--- config.mk ---
export PLATFORM = sky130hd
export DESIGN_NAME = xoroshiro_multiply_random_flat
export DESIGN_NICKNAME = d
export VERILOG_FILES = /design/src/hdl/xmr_pkg.sv /design/src/hdl/xmr_if.sv /design/src/hdl/xmr_mod_unit.sv /design/src/hdl/xoroshiro_multiply_random.sv /design/src/flat_wrapper.sv
export SDC_FILE = /design/constraint.sdc
export NUM_CORES = 2
export LEC_CHECK = 0
export ABC_CLOCK_PERIOD_IN_PS = 27200
export BUFFER_PORTS_ARGS = -buffer_cell sky130_fd_sc_hd__buf_2
export CORE_ASPECT_RATIO = 0.7
export CORE_MARGIN = 5
export CORE_UTILIZATION = 30
export CTS_BUF_LIST = sky130_fd_sc_hd__clkbuf_2 sky130_fd_sc_hd__clkbuf_4 sky130_fd_sc_hd__clkbuf_8
export CTS_CLUSTER_DIAMETER = 40
export DETAILED_ROUTE_END_ITERATION = 8
export PLACE_DENSITY = 0.45
export SLEW_MARGIN = 25
export SYNTH_ARGS = -nofsm -noshare
export SYNTH_HDL_FRONTEND = slang
export SYNTH_HIERARCHICAL = 1
export SYNTH_SLANG_ARGS = --single-unit
--- constraint.sdc ---
create_clock -name clk_i -period 27.2 [get_ports clk_i]
set_clock_uncertainty 0.15 [all_clocks]
set_input_delay 5.44 -clock clk_i [delete_from_list [all_inputs] [get_ports clk_i]]
set_output_delay 5.44 -clock clk_i [all_outputs]
set_load 0.01 [all_outputs]
--- src/hdl/xmr_pkg.sv ---
// ----------------------------------------------------------------------------
// xmr_pkg
// shared types, constants and the control store of the random generator
// ----------------------------------------------------------------------------
package xmr_pkg;

  // generator constants
  localparam logic [63:0] DEFAULT_FIRST  = 64'h243f_6a88_85a3_08d3;
  localparam logic [63:0] DEFAULT_SECOND = 64'h1319_8a2e_0370_7344;
  localparam logic [63:0] SEED_MIX       = 64'h9e37_79b9_7f4a_7c15;
  localparam logic [63:0] GOLDEN_MUL     = 64'h9e37_79b9_7f4a_7c15;
  localparam int unsigned ROT_A   = 24;
  localparam int unsigned SHIFT_B = 16;
  localparam int unsigned ROT_C   = 37;

  // remainder unit
  localparam int unsigned MOD_STEPS = 64;
  localparam int unsigned CNT_W     = $clog2(MOD_STEPS);
  localparam int unsigned SPAN_W    = 32;

  // config port
  localparam int unsigned APB_AW = 4;
  localparam int unsigned APB_DW = 64;
  localparam logic        REG_SEED = 1'b0;

  typedef enum logic [1:0] {
    CMD_RESEED = 2'd0,
    CMD_DRAW64 = 2'd1,
    CMD_DRAW32 = 2'd2,
    CMD_RANGE  = 2'd3
  } cmd_e;

  // sequencer
  localparam int unsigned UPC_W = 3;
  localparam logic [UPC_W-1:0] STEP_IDLE   = 3'd0;
  localparam logic [UPC_W-1:0] STEP_RESEED = 3'd1;
  localparam logic [UPC_W-1:0] STEP_MUL_LL = 3'd2;
  localparam logic [UPC_W-1:0] STEP_MUL_LH = 3'd3;
  localparam logic [UPC_W-1:0] STEP_MUL_HL = 3'd4;
  localparam logic [UPC_W-1:0] STEP_MOD    = 3'd5;
  localparam logic [UPC_W-1:0] STEP_EMIT   = 3'd6;

  typedef enum logic [2:0] {
    JMP_NEXT,
    JMP_FETCH,
    JMP_RET,
    JMP_NOT_RANGE,
    JMP_LOOP
  } jump_e;

  typedef enum logic [1:0] {
    MUL_NONE,
    MUL_LL,
    MUL_LH,
    MUL_HL
  } mul_sel_e;

  typedef enum logic [1:0] {
    ST_HOLD,
    ST_ADVANCE,
    ST_SEED
  } state_op_e;

  typedef struct packed {
    jump_e           jump;
    logic [UPC_W-1:0] target;
    mul_sel_e        mul_sel;
    state_op_e       state_op;
    logic            mod_step;
    logic            emit;
  } ctl_word_t;

  typedef struct packed {
    logic clear;
    logic step;
  } mod_ctl_t;

  function automatic ctl_word_t ctl_rom(input logic [UPC_W-1:0] upc);
    ctl_word_t w;
    w = '{jump: JMP_NEXT, target: STEP_IDLE, mul_sel: MUL_NONE,
          state_op: ST_HOLD, mod_step: 1'b0, emit: 1'b0};
    unique case (upc)
      STEP_IDLE: begin
        w.jump = JMP_FETCH;
      end
      STEP_RESEED: begin
        w.jump     = JMP_RET;
        w.state_op = ST_SEED;
      end
      STEP_MUL_LL: begin
        w.mul_sel = MUL_LL;
      end
      STEP_MUL_LH: begin
        w.mul_sel = MUL_LH;
      end
      STEP_MUL_HL: begin
        w.jump     = JMP_NOT_RANGE;
        w.target   = STEP_EMIT;
        w.mul_sel  = MUL_HL;
        w.state_op = ST_ADVANCE;
      end
      STEP_MOD: begin
        w.jump     = JMP_LOOP;
        w.target   = STEP_MOD;
        w.mod_step = 1'b1;
      end
      STEP_EMIT: begin
        w.jump = JMP_RET;
        w.emit = 1'b1;
      end
      default: begin
        w.jump = JMP_RET;
      end
    endcase
    return w;
  endfunction

endpackage

--- src/hdl/xmr_if.sv ---
// ----------------------------------------------------------------------------
// xmr channel interfaces
// command beats in, result beats out, valid/ready handshake
// ----------------------------------------------------------------------------
interface xmr_cmd_if;
  logic               valid;
  logic               ready;
  logic [1:0]         cmd;
  logic signed [31:0] low_bound;
  logic signed [31:0] high_bound;

  modport source (output valid, output cmd, output low_bound, output high_bound,
                  input ready);
  modport sink   (input valid, input cmd, input low_bound, input high_bound,
                  output ready);
endinterface

interface xmr_res_if;
  logic               valid;
  logic               ready;
  logic [63:0]        wide_value;
  logic signed [31:0] range_value;

  modport source (output valid, output wide_value, output range_value, input ready);
  modport sink   (input valid, input wide_value, input range_value, output ready);
endinterface

--- src/hdl/xmr_mod_unit.sv ---
// ----------------------------------------------------------------------------
// xmr_mod_unit
// radix-2 remainder unit, one dividend bit per step, msb first
// ----------------------------------------------------------------------------
module xmr_mod_unit (
  input  logic                            clk_i,
  input  logic                            rst_ni,
  input  xmr_pkg::mod_ctl_t               ctl_i,
  input  logic [xmr_pkg::SPAN_W-1:0]      span_i,
  input  logic                            bit_i,
  output logic [xmr_pkg::SPAN_W-1:0]      rem_o,
  output logic                            done_o
);

  logic [xmr_pkg::SPAN_W-1:0] span_q;
  logic [xmr_pkg::SPAN_W-1:0] rem_q, rem_d;
  logic [xmr_pkg::CNT_W-1:0]  cnt_q, cnt_d;
  logic [xmr_pkg::SPAN_W:0]   trial;
  logic [xmr_pkg::SPAN_W:0]   diff;

  // remainder stays below span, so the shifted trial fits one extra bit
  assign trial = {rem_q, bit_i};
  assign diff  = trial - {1'b0, span_q};

  always_comb begin
    rem_d = rem_q;
    cnt_d = cnt_q;
    if (ctl_i.clear) begin
      rem_d = '0;
      cnt_d = xmr_pkg::CNT_W'(xmr_pkg::MOD_STEPS - 1);
    end else if (ctl_i.step) begin
      if (trial >= {1'b0, span_q}) begin
        rem_d = diff[xmr_pkg::SPAN_W-1:0];
      end else begin
        rem_d = trial[xmr_pkg::SPAN_W-1:0];
      end
      cnt_d = cnt_q - 1'b1;
    end
  end

  always_ff @(posedge clk_i or negedge rst_ni) begin
    if (!rst_ni) begin
      cnt_q <= '0;
      rem_q <= '0;
    end else begin
      cnt_q <= cnt_d;
      rem_q <= rem_d;
    end
  end

  always_ff @(posedge clk_i) begin
    if (ctl_i.clear) begin
      span_q <= span_i;
    end
  end

  assign rem_o  = rem_q;
  assign done_o = (cnt_q == '0);

endmodule

--- src/hdl/xoroshiro_multiply_random.sv ---
// ----------------------------------------------------------------------------
// xoroshiro_multiply_random
// 128-bit xoroshiro generator with golden-ratio multiply output, run by a
// small microprogram over a shared 32x32 multiplier and a remainder unit
// ----------------------------------------------------------------------------
//
//  channel | dir | handshake            | payload
//  --------+-----+----------------------+----------------------------------
//  cmd_i   | in  | valid/ready          | cmd, low_bound, high_bound
//  res_o   | out | valid/ready          | wide_value, range_value
//  apb     | in  | psel/penable/pready  | paddr_i, pwdata_i, prdata_o (seed)
//
//  a range draw adds the 64-step remainder loop; every draw spends
//  three steps on the 32x32 partial products of the multiplier
//  one command is worked at a time; the result register lets the next
//  command in while a result waits, a full register stalls only the emit step
//  reset restores the default state pair and a zero seed, no clearing pass
//
module xoroshiro_multiply_random (
  input  logic                          clk_i,
  input  logic                          rst_ni,
  xmr_cmd_if.sink                       cmd_i,
  xmr_res_if.source                     res_o,
  input  logic                          psel_i,
  input  logic                          penable_i,
  input  logic                          pwrite_i,
  input  logic [xmr_pkg::APB_AW-1:0]    paddr_i,
  input  logic [xmr_pkg::APB_DW-1:0]    pwdata_i,
  output logic [xmr_pkg::APB_DW-1:0]    prdata_o,
  output logic                          pready_o
);

  // sequencer
  logic [xmr_pkg::UPC_W-1:0] upc_q, upc_d;
  xmr_pkg::ctl_word_t        ctl;

  // latched command
  xmr_pkg::cmd_e      cmd_q;
  logic signed [31:0] low_q;

  // generator state and product accumulator
  logic [63:0] s0_q, s0_d;
  logic [63:0] s1_q, s1_d;
  logic [63:0] acc_q, acc_d;
  logic [63:0] seed_q;

  // result register
  logic               out_valid_q, out_valid_d;
  logic [63:0]        wide_q;
  logic signed [31:0] range_q;
  logic [63:0]        wide_next;
  logic signed [31:0] range_next;

  logic        in_fire;
  logic        out_free;
  logic        hold;
  logic        load_out;
  logic        empty_range;
  logic [32:0] span_full;
  logic [31:0] mul_a, mul_b;
  logic [63:0] pp;
  logic [63:0] mix_t;
  logic [31:0] rem;
  logic        mod_done;
  xmr_pkg::mod_ctl_t mod_ctl;

  assign ctl = xmr_pkg::ctl_rom(upc_q);

  // ---------------------------------------------------------------- handshake
  assign cmd_i.ready = (upc_q == xmr_pkg::STEP_IDLE);
  assign in_fire     = cmd_i.valid && cmd_i.ready;
  assign out_free    = !out_valid_q || res_o.ready;
  assign hold        = ctl.emit && !out_free;
  assign load_out    = ctl.emit && out_free;

  assign empty_range = !(cmd_i.low_bound < cmd_i.high_bound);
  // exact difference; only used when positive, then it fits 32 bits
  assign span_full   = {cmd_i.high_bound[31], cmd_i.high_bound}
                     - {cmd_i.low_bound[31], cmd_i.low_bound};

  // ---------------------------------------------------------------- next step
  always_comb begin
    upc_d = upc_q;
    unique case (ctl.jump)
      xmr_pkg::JMP_NEXT: begin
        upc_d = upc_q + 1'b1;
      end
      xmr_pkg::JMP_FETCH: begin
        if (in_fire) begin
          unique case (xmr_pkg::cmd_e'(cmd_i.cmd))
            xmr_pkg::CMD_RESEED: upc_d = xmr_pkg::STEP_RESEED;
            xmr_pkg::CMD_RANGE: begin
              // empty range answers low_bound, state untouched
              upc_d = empty_range ? xmr_pkg::STEP_EMIT : xmr_pkg::STEP_MUL_LL;
            end
            default: upc_d = xmr_pkg::STEP_MUL_LL;
          endcase
        end
      end
      xmr_pkg::JMP_RET: begin
        upc_d = hold ? upc_q : xmr_pkg::STEP_IDLE;
      end
      xmr_pkg::JMP_NOT_RANGE: begin
        upc_d = (cmd_q != xmr_pkg::CMD_RANGE) ? ctl.target : upc_q + 1'b1;
      end
      xmr_pkg::JMP_LOOP: begin
        upc_d = !mod_done ? ctl.target : upc_q + 1'b1;
      end
      default: begin
        upc_d = xmr_pkg::STEP_IDLE;
      end
    endcase
  end

  always_ff @(posedge clk_i or negedge rst_ni) begin
    if (!rst_ni) begin
      upc_q <= xmr_pkg::STEP_IDLE;
    end else begin
      upc_q <= upc_d;
    end
  end

  always_ff @(posedge clk_i) begin
    if (in_fire) begin
      cmd_q <= xmr_pkg::cmd_e'(cmd_i.cmd);
      low_q <= cmd_i.low_bound;
    end
  end

  // ---------------------------------------------------------------- multiplier
  // low 64 bits of s0 * golden: lo*lo, then lo*hi and hi*lo into the top half
  always_comb begin
    mul_a = s0_q[31:0];
    mul_b = xmr_pkg::GOLDEN_MUL[31:0];
    unique case (ctl.mul_sel)
      xmr_pkg::MUL_LH: mul_b = xmr_pkg::GOLDEN_MUL[63:32];
      xmr_pkg::MUL_HL: mul_a = s0_q[63:32];
      default: ;
    endcase
  end

  assign pp = {32'h0, mul_a} * {32'h0, mul_b};

  always_comb begin
    acc_d = acc_q;
    unique case (ctl.mul_sel)
      xmr_pkg::MUL_LL: acc_d = pp;
      xmr_pkg::MUL_LH,
      xmr_pkg::MUL_HL: acc_d = {acc_q[63:32] + pp[31:0], acc_q[31:0]};
      default: begin
        // remainder loop eats the product msb first
        if (ctl.mod_step) begin
          acc_d = {acc_q[62:0], 1'b0};
        end
      end
    endcase
  end

  always_ff @(posedge clk_i) begin
    acc_q <= acc_d;
  end

  // ---------------------------------------------------------------- state
  assign mix_t = s1_q ^ s0_q;

  always_comb begin
    s0_d = s0_q;
    s1_d = s1_q;
    unique case (ctl.state_op)
      xmr_pkg::ST_ADVANCE: begin
        s0_d = ((s0_q << xmr_pkg::ROT_A) | (s0_q >> (64 - xmr_pkg::ROT_A)))
             ^ mix_t ^ (mix_t << xmr_pkg::SHIFT_B);
        s1_d = (mix_t << xmr_pkg::ROT_C) | (mix_t >> (64 - xmr_pkg::ROT_C));
      end
      xmr_pkg::ST_SEED: begin
        if (seed_q == '0) begin
          s0_d = xmr_pkg::DEFAULT_FIRST;
          s1_d = xmr_pkg::DEFAULT_SECOND;
        end else begin
          s0_d = seed_q ^ xmr_pkg::SEED_MIX;
          s1_d = seed_q;
        end
      end
      default: ;
    endcase
  end

  always_ff @(posedge clk_i or negedge rst_ni) begin
    if (!rst_ni) begin
      s0_q <= xmr_pkg::DEFAULT_FIRST;
      s1_q <= xmr_pkg::DEFAULT_SECOND;
    end else begin
      s0_q <= s0_d;
      s1_q <= s1_d;
    end
  end

  // ---------------------------------------------------------------- remainder
  // cleared on every accept so an empty range adds zero to low_bound
  assign mod_ctl.clear = in_fire;
  assign mod_ctl.step  = ctl.mod_step;

  xmr_mod_unit u_mod (
    .clk_i  (clk_i),
    .rst_ni (rst_ni),
    .ctl_i  (mod_ctl),
    .span_i (span_full[xmr_pkg::SPAN_W-1:0]),
    .bit_i  (acc_q[63]),
    .rem_o  (rem),
    .done_o (mod_done)
  );

  // ---------------------------------------------------------------- result
  always_comb begin
    wide_next  = '0;
    range_next = '0;
    unique case (cmd_q)
      xmr_pkg::CMD_DRAW64: wide_next = acc_q;
      xmr_pkg::CMD_DRAW32: wide_next = {32'h0, acc_q[63:32]};
      xmr_pkg::CMD_RANGE:  range_next = low_q + $signed(rem);
      default: ;
    endcase
  end

  always_comb begin
    out_valid_d = out_valid_q;
    if (load_out) begin
      out_valid_d = 1'b1;
    end else if (res_o.ready) begin
      out_valid_d = 1'b0;
    end
  end

  always_ff @(posedge clk_i or negedge rst_ni) begin
    if (!rst_ni) begin
      out_valid_q <= 1'b0;
    end else begin
      out_valid_q <= out_valid_d;
    end
  end

  always_ff @(posedge clk_i) begin
    if (load_out) begin
      wide_q  <= wide_next;
      range_q <= range_next;
    end
  end

  assign res_o.valid       = out_valid_q;
  assign res_o.wide_value  = wide_q;
  assign res_o.range_value = range_q;

  // ---------------------------------------------------------------- config
  always_ff @(posedge clk_i or negedge rst_ni) begin
    if (!rst_ni) begin
      seed_q <= '0;
    end else if (psel_i && penable_i && pwrite_i && pready_o
                 && (paddr_i[3] == xmr_pkg::REG_SEED)) begin
      seed_q <= pwdata_i;
    end
  end

  assign prdata_o = (paddr_i[3] == xmr_pkg::REG_SEED) ? seed_q : '0;
  assign pready_o = 1'b1;

endmodule

--- src/flat_wrapper.sv ---
// flat-port wrapper written by rule: the top's interface ports become plain ports
module xoroshiro_multiply_random_flat 
  (clk_i, rst_ni, psel_i, penable_i, pwrite_i, paddr_i, pwdata_i, prdata_o, pready_o, cmd_i_valid, cmd_i_cmd, cmd_i_low_bound, cmd_i_high_bound, cmd_i_ready, res_o_valid, res_o_wide_value, res_o_range_value, res_o_ready);
  xmr_cmd_if cmd_i_i ();
  xmr_res_if res_o_i ();
  input  logic clk_i;
  input  logic rst_ni;
  input  logic psel_i;
  input  logic penable_i;
  input  logic pwrite_i;
  input  logic [xmr_pkg::APB_AW-1:0] paddr_i;
  input  logic [xmr_pkg::APB_DW-1:0] pwdata_i;
  output logic [xmr_pkg::APB_DW-1:0] prdata_o;
  output logic pready_o;
  input wire logic [$bits(cmd_i_i.valid)-1:0] cmd_i_valid;
  input wire logic [$bits(cmd_i_i.cmd)-1:0] cmd_i_cmd;
  input wire logic [$bits(cmd_i_i.low_bound)-1:0] cmd_i_low_bound;
  input wire logic [$bits(cmd_i_i.high_bound)-1:0] cmd_i_high_bound;
  output wire logic [$bits(cmd_i_i.ready)-1:0] cmd_i_ready;
  output wire logic [$bits(res_o_i.valid)-1:0] res_o_valid;
  output wire logic [$bits(res_o_i.wide_value)-1:0] res_o_wide_value;
  output wire logic [$bits(res_o_i.range_value)-1:0] res_o_range_value;
  input wire logic [$bits(res_o_i.ready)-1:0] res_o_ready;
  assign cmd_i_i.valid = cmd_i_valid;
  assign cmd_i_i.cmd = cmd_i_cmd;
  assign cmd_i_i.low_bound = cmd_i_low_bound;
  assign cmd_i_i.high_bound = cmd_i_high_bound;
  assign cmd_i_ready = cmd_i_i.ready;
  assign res_o_valid = res_o_i.valid;
  assign res_o_wide_value = res_o_i.wide_value;
  assign res_o_range_value = res_o_i.range_value;
  assign res_o_i.ready = res_o_ready;
  xoroshiro_multiply_random u_core (.clk_i(clk_i), .rst_ni(rst_ni), .cmd_i(cmd_i_i), .res_o(res_o_i), .psel_i(psel_i), .penable_i(penable_i), .pwrite_i(pwrite_i), .paddr_i(paddr_i), .pwdata_i(pwdata_i), .prdata_o(prdata_o), .pready_o(pready_o));
endmodule
* After elaboration in Yosys (flattened, before gate mapping)
Index checks and enable logic that the tools add are counted.
Word-level totals: register bits after elaboration 460, latch bits 0, bits in writable memories 0, memory bits (read-only) 0, bits of input ports 141, output and inout port bits 163, logic and storage cells 106, memories kept 0
Operators by class: $add $sub $neg 6, $mul 1, divide/modulo/power cells 0, order comparisons 2, equal/unequal tests 22, shifts and indexed selects 0, mux-type cells 30, bitwise operators 8, reduce and logical (&&, ||, !) cells 23
Operator list (number):
- 64-bit case mux with 2 select lines | 4
- 64-bit two-way mux | 4
- 64-bit XOR | 3
- 32-bit two-way mux | 5
- 32-bit adder | 2
- 64-bit zero test | 1
- 32-bit by 32-bit multiplier with 64-bit output | 1
- 64-bit by 24-bit bitwise OR with 64-bit output | 1
- 64-bit by 37-bit bitwise OR with 64-bit output | 1
- 32-bit subtractor | 2
- 38-bit NOT | 1
- 33-bit by 32-bit >= comparator with 1-bit output | 1
- 32-bit < comparator | 1
- 3-bit two-way mux | 5
- 3-bit case mux with 5 select lines | 1
- 2-bit == test (second input constant) | 6
- 3-bit by 2-bit == test with 1-bit output (second input constant) | 4
- 3-bit == test (second input constant) | 4
- 6-bit two-way mux | 2
- 3-bit case mux with 2 select lines | 2
- 3-bit case mux with 4 select lines | 1
- 2-bit nonzero test | 4
- 2-bit by 1-bit == test with 1-bit output (second input constant) | 3
- 3-bit by 1-bit == test with 1-bit output (second input constant) | 2
- 17 further kinds | 31

* Longest topological paths before layout
word-level depth 7, gate-level depth with buffers 45, gate-level depth less buffers 41

* Hierarchy
Netlist, hierarchy kept.
Modules (own cells, without submodules):
- xoroshiro_multiply_random | times used 1, cells each 4738, area each 47808.4 µm², seq. area each 10795.4 µm²
- xmr_mod_unit | times used 1, cells each 508, area each 4793.3 µm², seq. area each 1911.8 µm²

* Worst setup path after synthesis
No wires, ideal clock.
path type input -> output, from in paddr_i[3] (netlist name), to out prdata_o[10] (netlist name), arrival 6.092 ns, required time 21.610 ns, slack 15.518 ns, stages 3, path buffers 2, cells stage by stage clkbuf_1 -> clkbuf_1 -> nor2b_1
Between the ends: word-level cells in the longest chain between the ends 1
RTL lines:
- start: declaration | RTL line flat_wrapper.sv:11 | input logic [xmr_pkg::APB_AW-1:0] paddr_i;
- 64-bit two-way mux | RTL line xoroshiro_multiply_random.sv:263 | assign prdata_o = (paddr_i[3] == xmr_pkg::REG_SEED) ? seed_q : '0;
- end: declaration | RTL line flat_wrapper.sv:13 | output logic [xmr_pkg::APB_DW-1:0] prdata_o;
No other way between the ends.

* Worst setup path after layout
from reg u_core/upc_q[0] (netlist name), to reg u_core.acc_q[62] (data pin)
Between the ends: word-level cells in the longest chain between the ends 7, elaborated cells on any way between the ends 13, classes of those cells 1 x add/sub; 1 x mul; 6 x eq/ne; 4 x mux; 1 x reduce/logical
RTL lines:
- start: declaration | RTL line xoroshiro_multiply_random.sv:34 | logic [xmr_pkg::UPC_W-1:0] upc_q, upc_d;
- start signal: assignment | RTL line xoroshiro_multiply_random.sv:117 | upc_q <= xmr_pkg::STEP_IDLE;
- start signal: assignment | RTL line xoroshiro_multiply_random.sv:119 | upc_q <= upc_d;
- 3-bit == test or 3-bit by 2-bit == test with 1-bit output (tied branches) | RTL line xmr_pkg.sv:82 | unique case (upc)
- 2-bit case mux with 3 select lines * | RTL line xmr_pkg.sv:82
- 2-bit == test | RTL line xoroshiro_multiply_random.sv:135, xoroshiro_multiply_random.sv:146
- 32-bit two-way mux | RTL line xoroshiro_multiply_random.sv:135 | unique case (ctl.mul_sel)
- 32-bit by 32-bit multiplier with 64-bit output | RTL line xoroshiro_multiply_random.sv:142 | assign pp = {32'h0, mul_a} * {32'h0, mul_b};
- 32-bit adder | RTL line xoroshiro_multiply_random.sv:149 | xmr_pkg::MUL_HL: acc_d = {acc_q[63:32] + pp[31:0], acc_q[31:0]};
- 64-bit case mux with 2 select lines * | RTL line xoroshiro_multiply_random.sv:146 | unique case (ctl.mul_sel)
- net u_core.acc_d[62] | RTL line xoroshiro_multiply_random.sv:44 | logic [63:0] acc_q, acc_d;
- end signal: assignment | RTL line xoroshiro_multiply_random.sv:160 | acc_q <= acc_d;
- end: declaration | RTL line xoroshiro_multiply_random.sv:44
The timed path passes the listed nets; every way through them passes the cells marked *. A chain may end at the register's enable or synchronous reset.

==> metrics <==
status complete, no violations; Slew @ Worst Pin roughly 1.0 ns; CTS sink cnt 460; Synth Warn # 6; f_max between 0.08 and 0.09 GHz; GP Congestion just over 0.9; num rows approximately 130; CTS Buf Count between 90 and 100; hpwl dp about 150 mm; endpoints failing setup 0; post-cts sizing count 0; crit share post-route a little under half; Wirelength per Cell roughly 23 um; grt total ovfl 0; via count 38,900; Max H-tree Level 3; Post-synth EDFFs between 200 and 250; sequential share of the synthesized area between 20% and 30%; Initial Util between 30 and 40%; Setup CP Type reg -> reg; Root Buffer Master clkbuf_8; max-slew violation count 0; main combinational cell family by area after synthesis adder cells; # IOs 304; die height between 300 and 400 um; slew margin rel. ~30%; crit path launch type flip-flop; multiplexer area fraction after synthesis under 10%; Synth Area in Compound Gates 12.0%; total core area roughly 170,000 sq um; syn avg cell area approximately 10 sq um; GRT Util Overall about a fifth; slowest stage delay, CP just over 0.8 ns; CP Capture Type flip-flop; Syn-to-layout area delta 11.6%; port buffer count between 200 and 300; Post-CTS Setup Bufs 0; largest buffer count on any clock path 3; most common cell after layout, fill and taps aside inv_1; first-pass GRT wire length 268 mm; Worst path slowest cell mux2i_1; adder-cell share of the synthesized area 37.6%; cts hold-fix bufs 0; Worst-path clk slew around 0.060 ns; vias in the first global route approximately 39,000; Synth Area in Simple Gates 8.98%; Die Area about 180,000 sq um; Synth cell types 101; DRC viols 0; Worst-Skew Late Latency 0.84 ns; Critical Path RT between 20 and 30 ns; synthesized flop and latch total 460; Die W around 500 um; critical-path maximum fanout 34; largest net degree at the start of global routing 113; Syn Std Cell Area 52,600 sq um; Async SR Flop Fraction between 50 and 60%; post-synthesis xor/xnor area fraction 6.63%; Synth Flop Type edfxtp_1; routed wire length about 180 mm; minimum clock period between 10 and 15 ns; Final Hold Viols 0; RSZ-0062 raised after global routing false; nets@finish approximately 6,800; HP Class reg -> reg; WP data arrival between 10 and 15 ns; Total Neg Setup Slack 0 ns; MaxCap Viol Count 0; antenna violations before repair 10; most frequent cells in the layout inv_1, fa_1, ha_1; Cells after Synth 5,246; Final ANT Viol Nets 0; layout cells sized above 1 12.9%; Vias per Instance between 4 and 5; initial detailed-routing violation count approximately 3,300; detailed-router iteration count before antenna repair 6; CTS tree built
## per-layer routing
metal,up-vias,GRT usage (%),wire length (um)
li1,17900,-,-
met1,19700,31.5,93900
met2,1148,26.6,72100
met3,146,4.14,13100
met4,2,3.00,2490
met5,-,0,13
## area by class of cell
class                           count  area (sq um)
Antenna cell                        7          17.5
Clock buffer                      118          1520
Clock inverter                     49           445
Fill cell                       18100        115000
Inverter                          848          3180
Multi-Input combinational cell   3753         36000
Sequential cell                   460         12700
Tap cell                         2340          2930
Timing Repair Buffer              338          1830
## worst paths after layout
check                                  start                endpoint  slack [ns]  depth (start not counted)
max in group asynchronous             rst_ni  u_core/u_mod/rem_o[16]       21.18                          2
setup reg to reg             u_core/upc_q[0]        u_core/acc_q[62]       14.89                         38
min in group asynchronous             rst_ni       u_core/seed_q[36]        4.38                          1
hold / removal             u_core/seed_q[48]         u_core/s0_q[48]        0.37                          1
setup / recovery             u_core/upc_q[0]        u_core/acc_q[62]       14.89                         38
hold reg to reg            u_core/seed_q[48]         u_core/s0_q[48]        0.37                          1
## cell usage after synthesis, types with 48 or more instances
master      n  area, sq um
ha_1      600         7510
mux2_2     89         1000
inv_1     847         3180
clkbuf_1  180          676
xor2_1    112          981
a22oi_1    48          360
xnor2_1   286         2500
dfrtp_1   182         4550
a21oi_1   259         1300
edfxtp_1  226         6790
nand2_1   300         1130
nor2_1    292         1100
dfstp_2    52         1370
fa_1      614        12300
a21o_1    104          781
o21ai_0   233         1170
nor3_1     57          285
nor2b_1    90          563
## kinds of logic after synthesis
group                    Yosys count
adder cells (fa/ha/maj)         1214
AND/OR/NAND/NOR                  997
multiplexers                     136
XOR/XNOR                         398
other                              2
flip-flops                       460
buffers and inverters           1066
AO/OA/AOI/OAI                    973
## worst max-delay path, delay by kind of cell (launching register included)
family / cells / cell delay (ns)
adders and majority gates: 11 / 4.86
buffers and inverters: 8 / 1.59
AOI/OAI and AO/OA: 9 / 1.95
DFF: 1 / 0.43
xor gates and xnor gates: 2 / 0.63
and+or+nand+nor: 7 / 1.55
muxes: 1 / 0.81
## through the flow
stage / hold slack [ns] / instances / cell area [sq um] / worst slack (ns) / utilization (%)
3_5_place_dp: 0.355 / 7738 / 56700 / 15.07 / 32.5
3_3_place_gp: 0.347 / 7738 / 56600 / 14.96 / 32.5
4_1_cts: 0.368 / 7905 / 58600 / 15.04 / 33.7
5_1_grt: 0.378 / 7911 / 58700 / 14.35 / 33.7
6_report: 0.373 / 7913 / 58700 / 14.89 / 33.7
2_1_floorplan: 0.280 / 5279 / 52700 / 15.52 / -
## state kept, by name, indices dropped and copies added, names as in the netlist
register and cells:
u_core/acc_q 64, u_core/res_o.wide_value 64, u_core/s0_q 64, u_core/s1_q 64, u_core/seed_q 64, u_core/low_q 32
u_core/res_o.range_value 32, u_core/u_mod/rem_o 32, u_core/u_mod/span_q 32, u_core/u_mod/cnt_q 6, u_core/upc_q 3, u_core/cmd_q 2
u_core/res_o.valid 1
Power is left out: the tool's default activity adds up to more than one toggle a clock period on the data nets, which glitch-free logic cannot reach.
